==> src/hw/rtl/jpp_pkg.sv <==
package jpp_pkg;

  localparam int LVL_W = 5;
  localparam int CNT_W = LVL_W + 1;
  localparam int Q_DEPTH = 2;

  localparam logic [7:0] CH_QUOTE  = 8'h22;
  localparam logic [7:0] CH_BSLASH = 8'h5c;
  localparam logic [7:0] CH_LBRACE = 8'h7b;
  localparam logic [7:0] CH_RBRACE = 8'h7d;
  localparam logic [7:0] CH_LBRACK = 8'h5b;
  localparam logic [7:0] CH_RBRACK = 8'h5d;
  localparam logic [7:0] CH_COMMA  = 8'h2c;
  localparam logic [7:0] CH_COLON  = 8'h3a;
  localparam logic [7:0] CH_NL     = 8'h0a;
  localparam logic [7:0] CH_SPACE  = 8'h20;

  typedef struct packed {
    logic [7:0]       ch;
    logic             brk;
    logic [LVL_W-1:0] lvl;
    logic             tail_space;
  } cmd_t;

  typedef enum logic [2:0] {
    BK_IDLE,
    BK_NL,
    BK_SPACE,
    BK_CHAR,
    BK_TAIL
  } bk_state_t;

endpackage

==> src/hw/rtl/jpp_front.sv <==
module jpp_front #(
  parameter int MAX_DEPTH = 16
) (
  input  logic                      clk,
  input  logic                      rst,
  input  logic                      take,
  input  logic [7:0]                in_byte,
  output jpp_pkg::cmd_t             cmd,
  output logic [jpp_pkg::LVL_W-1:0] level
);

  localparam logic [jpp_pkg::LVL_W-1:0] MaxLvl = jpp_pkg::LVL_W'(MAX_DEPTH);

  logic                      in_str;
  logic                      esc;
  logic                      pend;
  logic                      in_str_next;
  logic                      esc_next;
  logic                      pend_next;
  logic [jpp_pkg::LVL_W-1:0] level_next;

  always_comb begin
    cmd.ch = in_byte;
    cmd.brk = 1'b0;
    cmd.lvl = level;
    cmd.tail_space = 1'b0;
    in_str_next = in_str;
    esc_next = esc;
    pend_next = pend;
    level_next = level;
    if (in_str) begin
      if (esc) begin
        esc_next = 1'b0;
      end else if (in_byte == jpp_pkg::CH_BSLASH) begin
        esc_next = 1'b1;
      end else if (in_byte == jpp_pkg::CH_QUOTE) begin
        in_str_next = 1'b0;
      end
    end else begin
      case (in_byte) inside
        jpp_pkg::CH_QUOTE: begin
          cmd.brk = pend;
          pend_next = 1'b0;
          in_str_next = 1'b1;
        end
        jpp_pkg::CH_LBRACE, jpp_pkg::CH_LBRACK: begin
          cmd.brk = pend;
          pend_next = 1'b1;
          if (level < MaxLvl) begin
            level_next = level + 1'b1;
          end
        end
        jpp_pkg::CH_RBRACE, jpp_pkg::CH_RBRACK: begin
          if (level != '0) begin
            level_next = level - 1'b1;
          end
          cmd.lvl = level_next;
          cmd.brk = !pend;
          pend_next = 1'b0;
        end
        jpp_pkg::CH_COMMA: begin
          pend_next = 1'b1;
        end
        jpp_pkg::CH_COLON: begin
          cmd.tail_space = 1'b1;
        end
        default: begin
          cmd.brk = pend;
          pend_next = 1'b0;
        end
      endcase
    end
  end

  always_ff @(posedge clk) begin
    if (rst) begin
      in_str <= 1'b0;
      esc <= 1'b0;
      pend <= 1'b0;
      level <= '0;
    end else if (take) begin
      in_str <= in_str_next;
      esc <= esc_next;
      pend <= pend_next;
      level <= level_next;
    end
  end

endmodule

==> src/hw/rtl/jpp_cmdq.sv <==
module jpp_cmdq (
  input  logic          clk,
  input  logic          rst,
  input  logic          wr,
  input  jpp_pkg::cmd_t wr_cmd,
  output logic          full,
  input  logic          rd,
  output jpp_pkg::cmd_t rd_cmd,
  output logic          empty
);

  localparam int PtrW = $clog2(jpp_pkg::Q_DEPTH);
  localparam int CntW = $clog2(jpp_pkg::Q_DEPTH + 1);

  jpp_pkg::cmd_t     mem [jpp_pkg::Q_DEPTH];
  logic [PtrW-1:0]   wptr;
  logic [PtrW-1:0]   rptr;
  logic [CntW-1:0]   count;

  assign full = count == CntW'(jpp_pkg::Q_DEPTH);
  assign empty = count == '0;
  assign rd_cmd = mem[rptr];

  always_ff @(posedge clk) begin
    if (wr && !full) begin
      mem[wptr] <= wr_cmd;
    end
  end

  always_ff @(posedge clk) begin
    if (rst) begin
      wptr <= '0;
      rptr <= '0;
      count <= '0;
    end else begin
      if (wr && !full) begin
        wptr <= wptr + 1'b1;
      end
      if (rd && !empty) begin
        rptr <= rptr + 1'b1;
      end
      count <= count + CntW'(wr && !full) - CntW'(rd && !empty);
    end
  end

endmodule

==> src/hw/rtl/jpp_back.sv <==
module jpp_back (
  input  logic          clk,
  input  logic          rst,
  input  jpp_pkg::cmd_t q_cmd,
  input  logic          q_empty,
  output logic          q_pop,
  input  logic          pop,
  output logic          empty,
  output logic [7:0]    out_byte,
  output logic          run_last
);

  jpp_pkg::bk_state_t        st;
  jpp_pkg::bk_state_t        st_next;
  jpp_pkg::cmd_t             cur;
  jpp_pkg::cmd_t             cur_next;
  logic [jpp_pkg::CNT_W-1:0] cnt;
  logic [jpp_pkg::CNT_W-1:0] cnt_next;
  logic                      fire;

  always_comb begin
    st_next = st;
    cur_next = cur;
    cnt_next = cnt;
    out_byte = cur.ch;
    run_last = 1'b0;
    empty = st == jpp_pkg::BK_IDLE;
    fire = pop && !empty;
    case (st)
      jpp_pkg::BK_NL: begin
        out_byte = jpp_pkg::CH_NL;
        if (fire) begin
          cnt_next = {cur.lvl, 1'b0};
          st_next = (cur.lvl == '0) ? jpp_pkg::BK_CHAR : jpp_pkg::BK_SPACE;
        end
      end
      jpp_pkg::BK_SPACE: begin
        out_byte = jpp_pkg::CH_SPACE;
        if (fire) begin
          cnt_next = cnt - 1'b1;
          if (cnt == jpp_pkg::CNT_W'(1)) begin
            st_next = jpp_pkg::BK_CHAR;
          end
        end
      end
      jpp_pkg::BK_CHAR: begin
        out_byte = cur.ch;
        run_last = !cur.tail_space;
        if (fire) begin
          st_next = cur.tail_space ? jpp_pkg::BK_TAIL : jpp_pkg::BK_IDLE;
        end
      end
      jpp_pkg::BK_TAIL: begin
        out_byte = jpp_pkg::CH_SPACE;
        run_last = 1'b1;
        if (fire) begin
          st_next = jpp_pkg::BK_IDLE;
        end
      end
      default: begin
        st_next = jpp_pkg::BK_IDLE;
      end
    endcase
    q_pop = !q_empty && (empty || (fire && run_last));
    if (q_pop) begin
      cur_next = q_cmd;
      st_next = q_cmd.brk ? jpp_pkg::BK_NL : jpp_pkg::BK_CHAR;
    end
  end

  always_ff @(posedge clk) begin
    if (rst) begin
      st <= jpp_pkg::BK_IDLE;
    end else begin
      st <= st_next;
    end
  end

  always_ff @(posedge clk) begin
    cur <= cur_next;
    cnt <= cnt_next;
  end

endmodule

==> src/hw/rtl/json_pretty_print_stream.sv <==
// Streaming JSON pretty printer: compact JSON goes in one byte per push and
// indented text comes out one byte per pop, run_last marking the final byte
// produced by each input byte. The front end classifies each byte and keeps
// the string, escape, nesting and pending-newline state; it can take a byte
// every cycle while the two-entry command queue has room. The back end emits
// one output byte per cycle while pop is held and a byte is pending; an input
// byte produces one output byte for most bytes, two for a colon, and
// 2 + 2*level for a byte that starts a new line. Nesting saturates at 0 and MAX_DEPTH.
module json_pretty_print_stream #(
  parameter int MAX_DEPTH = 16
) (
  input  logic       clk,
  input  logic       rst,
  input  logic       push,
  output logic       full,
  input  logic [7:0] in_byte,
  output logic       empty,
  input  logic       pop,
  output logic [7:0] out_byte,
  output logic       run_last
);

  jpp_pkg::cmd_t             fr_cmd;
  jpp_pkg::cmd_t             q_cmd;
  logic [jpp_pkg::LVL_W-1:0] fr_level;
  logic                      q_empty;
  logic                      q_pop;
  logic                      take;

  assign take = push && !full;

  jpp_front #(
    .MAX_DEPTH(MAX_DEPTH)
  ) u_front (
    .clk    (clk),
    .rst    (rst),
    .take   (take),
    .in_byte(in_byte),
    .cmd    (fr_cmd),
    .level  (fr_level)
  );

  jpp_cmdq u_cmdq (
    .clk   (clk),
    .rst   (rst),
    .wr    (take),
    .wr_cmd(fr_cmd),
    .full  (full),
    .rd    (q_pop),
    .rd_cmd(q_cmd),
    .empty (q_empty)
  );

  jpp_back u_back (
    .clk     (clk),
    .rst     (rst),
    .q_cmd   (q_cmd),
    .q_empty (q_empty),
    .q_pop   (q_pop),
    .pop     (pop),
    .empty   (empty),
    .out_byte(out_byte),
    .run_last(run_last)
  );

  a_level_range: assert property (@(posedge clk) disable iff (rst)
    fr_level <= jpp_pkg::LVL_W'(MAX_DEPTH))
    else $error("nesting level above limit");

  a_pop_nonempty: assert property (@(posedge clk) disable iff (rst)
    q_pop |-> !q_empty)
    else $error("command queue read while empty");

  a_no_stall: assert property (@(posedge clk) disable iff (rst)
    (!q_empty && empty) |=> !empty)
    else $error("back end idle with queued request");

  a_last_valid: assert property (@(posedge clk) disable iff (rst)
    run_last |-> !empty)
    else $error("request end flagged with no output");

endmodule

==> config.mk <==
export PLATFORM = sky130hd
export DESIGN_NAME = json_pretty_print_stream
export DESIGN_NICKNAME = d
export VERILOG_FILES = /design/src/hw/rtl/jpp_pkg.sv /design/src/hw/rtl/jpp_front.sv /design/src/hw/rtl/jpp_cmdq.sv /design/src/hw/rtl/jpp_back.sv /design/src/hw/rtl/json_pretty_print_stream.sv
export SDC_FILE = /design/constraint.sdc
export NUM_CORES = 1
export LEC_CHECK = 0
export ABC_AREA = 1
export BUFFER_PORTS_ARGS = -buffer_cell sky130_fd_sc_hd__buf_2
export CELL_PAD_IN_SITES_DETAIL_PLACEMENT = 1
export CELL_PAD_IN_SITES_GLOBAL_PLACEMENT = 2
export CORE_ASPECT_RATIO = 0.9
export CORE_UTILIZATION = 40
export CTS_CLUSTER_SIZE = 25
export DETAILED_ROUTE_END_ITERATION = 7
export PLACE_DENSITY = 0.86
export SLEW_MARGIN = 20
export SYNTH_ARGS = -nofsm -noshare
export SYNTH_HDL_FRONTEND = slang
export SYNTH_SLANG_ARGS = --single-unit
==> constraint.sdc <==
create_clock -name clk -period 5.46 [get_ports clk]
set_input_delay 0.546 -clock clk [delete_from_list [all_inputs] [get_ports clk]]
set_output_delay 0.546 -clock clk [all_outputs]
set_load 0.03 [all_outputs]
==> flow_metrics.py <==
metrics = {
    "drt": {
        "first_pass_iters": 4,
        "vias": 2244,
        "drt-total-wl_mm": 6.36,
        "vias_per_cell": 4.84,
        "drt_first_iter_violations": 54,
        "drc": 0,
        "postRouteAntennaNets": 0,
        "wire_per_inst_um": 13.7,
    },
    "synthesis": {
        "yosysMostFrequentCell": "nand2_1",
        "yosys_most_used_dff": "edfxtp_1",
        "yosysSeqAreaShare_pct": 56.7,
        "synth_mux_area_share_pct": 5.26,
        "synth_compound_area_share_pct": 6.35,
        "syn_area_mm2": 0.00321,
        "post_synth_and_or_nand_nor_area_fraction_pct": 21.5,
        "ys_async_sr_fraction_pct": 0,
        "avgSynthCellArea_um2": 9.67,
        "synthXorXnorAreaFrac_pct": 1.91,
        "synth_edf_count": 50,
        "ys_ff_latch": 66,
        "synth.area.top_cells": "edfxtp_1, dfxtp_1, nand2_1, mux2_2, nor2_1",
        "synth_top_family_by_area": "simple AND/OR/NAND/NOR gates",
        "syn_inst": 332,
        "syn-num-nets": 350,
        "synth.distinct_cells": 31,
        "yosysTopAreaCell": "edfxtp_1",
        "yosys-top-cells-count": "nand2_1, edfxtp_1, nor2_1",
        "yosys.area_share.adder_pct": 2.34,
        "synthDominantCellAreaShare_pct": 46.8,
        "yosys_warnings": 0,
    },
    "setup_path": {
        "reg2reg_depth": 13,
        "critPathLaunchType": "flip-flop",
        "worst_ep_required_time_ns": 4.91,
        "endpoint_kind": "primary output",
        "worstPathMaxFanout": 14,
        "critPathKind": "flip-flop to primary output",
        "rrSetupSlack_ns": 3.54,
        "arrival_ns": 1.85,
    },
    "place": {
        "post-place-ws_ns": 3.37,
        "place_hpwl_mm": 4.83,
        "gp_congestion": 0.801,
        "dpl-instance-area_mm2": 0.00343,
        "place_inst": 448,
        "port_buffers": 22,
    },
    "cells_and_area": {
        "layoutNonFillerInstCount": 464,
        "final_cell_area_mm2": 0.00363,
        "final_util_pct": 47.4,
        "regArea_mm2": 0.00182,
        "drive_above_1_share_pct": 20.9,
        "multiInputGateArea_mm2": 0.00120,
        "antennaDiodeCount": 0,
        "final.fill_count": 904,
        "area_growth_pct": 13.1,
        "finalNetCount": 381,
    },
    "run": {
        "maxCapViolCount": 0,
    },
    "grt": {
        "grt-ovfl-total": 0,
        "grt_pass1_vias": 2237,
        "grt_first_pass_wirelength_mm": 10.6,
        "antenna_found_initial": 0,
        "grt_start_max_net_pins": 17,
        "grt_use_total_pct": 17.2,
    },
    "run_status": {
        "outcome": "finished, final reports clean",
    },
    "sta": {
        "finalCritPeriodShare_pct": 43.9,
        "tightest_slew_ns": 0.629,
        "relSlewSlack_pct": 58.0,
        "finClkSkew_ns": 0.00819,
        "rsz0062_at_grt": "false",
        "setup_ws_ns": 3.06,
        "finalHoldViolCount": 0,
        "fin_tns_setup_ns": 0,
        "setup_viol": 0,
        "holdWs_ns": 0.442,
        "max_freq_mhz": 417,
        "slew_viol_final": 0,
        "min_period_ns": 2.40,
    },
    "pwr": {
        "ir_drop_uv": 129,
        "power_density_mw_per_mm2": 484,
        "leakage_nw": 1.60,
        "p_total_mw": 1.76,
    },
    "floorplanning": {
        "rows": 30,
        "core_area_mm2": 0.00766,
        "die-area_mm2": 0.00839,
        "die_w_um": 96.4,
        "ios": 23,
        "start_util_pct": 41.9,
        "die_h_um": 87.0,
    },
    "worst_hold_path": {
        "min_path_cells": 1,
        "hp-class": "input pin to flip-flop",
    },
    "clock_tree": {
        "cts_max_level": 3,
        "insertion_delay_ns": 0.34,
        "clockBufferDepth": 2,
        "holdBufCountCts": 0,
        "cts_tree": "yes",
        "clock-sinks": 66,
        "post-cts-setup-buffers": 0,
        "cts_root_buf": "clkbuf_8",
        "clkTransAtPathRegs_ns": 0.08,
        "cts_resized": 0,
        "cts_buffers": 9,
    },
}
state kept, by name, summed over array words and instances, names as in the netlist, named ones only:
signal	flops
u_front.esc	1
u_cmdq.count	2
u_front.in_str	1
u_front.pend	1
u_cmdq.rptr	1
u_cmdq.mem	30
u_back.st	3
u_back.cnt	6
u_cmdq.wptr	1
u_back.cur	14
u_front.level	5
cell usage in the layout (no fill, tap or decap), types with 9 or more instances in the layout:
| master | synthesis | routed |
|---|---|---|
| nand2_1 | 68 | 68 |
| dfxtp_1 | 16 | 16 |
| mux2_2 | 15 | 15 |
| nor2_1 | 42 | 42 |
| a21oi_1 | 14 | 14 |
| inv_1 | 41 | 41 |
| buf_2 | 2 | 22 |
| o21ai_0 | 18 | 18 |
| nand3_1 | 16 | 16 |
| edfxtp_1 | 50 | 50 |
| clkbuf_8 | 0 | 9 |
routing by layer:
layer | wire, um | vias up | global-route usage, %
met2 | 3110 | 17 | 28.8
met5 | 0 | - | 0
met4 | 78 | 0 | 6.68
met3 | 139 | 6 | 4.45
met1 | 3030 | 1058 | 21.3
li1 | - | 1163 | -
logic make-up (layout without fill, tap and decap cells):
family / count (synthesis) / count (layout)
simple gates: 152 / 152
flops: 66 / 66
buf+inv: 48 / 84
compound gates: 38 / 38
mux: 15 / 15
xor+xnor: 7 / 7
fa+ha+maj: 6 / 6
final cells by class:
cell class | instances | area share [%]
clock buffers | 9 | 3.41
repair buffers | 24 | 3.45
flip-flops and latches | 66 | 50.2
clock inverters | 7 | 2.10
multi-input cells | 218 | 33.0
well taps | 96 | 3.31
inverters | 44 | 4.55
power by group:
group	switching [mW]	internal [mW]
Sequential	0.0700	0.685
Combinational	0.393	0.198
Clock	0.199	0.214
Total	0.662	1.10
worst paths after layout:
check                            startpoint                         end
hold / removal                   in_byte[2]  u_cmdq.mem[0][9]$_DFFE_PP_
setup / recovery  u_back.st[1]$_SDFFE_PP0P_                 out_byte[4]
setup reg to reg  u_back.st[0]$_SDFFE_PP0P_  u_cmdq.count[1]$_SDFF_PP0_
hold reg to reg    u_front.esc$_SDFFE_PP0P_    u_front.esc$_SDFFE_PP0P_
critical path, stage by stage (launching register included):
cell	delay, ns
dfxtp_1	0.39
inv_1	0.08
nor3_1	0.22
inv_1	0.24
nand2_1	0.12
inv_1	0.07
nand2_1	0.15
nor2_1	0.07
buf_2	0.17
Power figures use the tool's default switching activity.
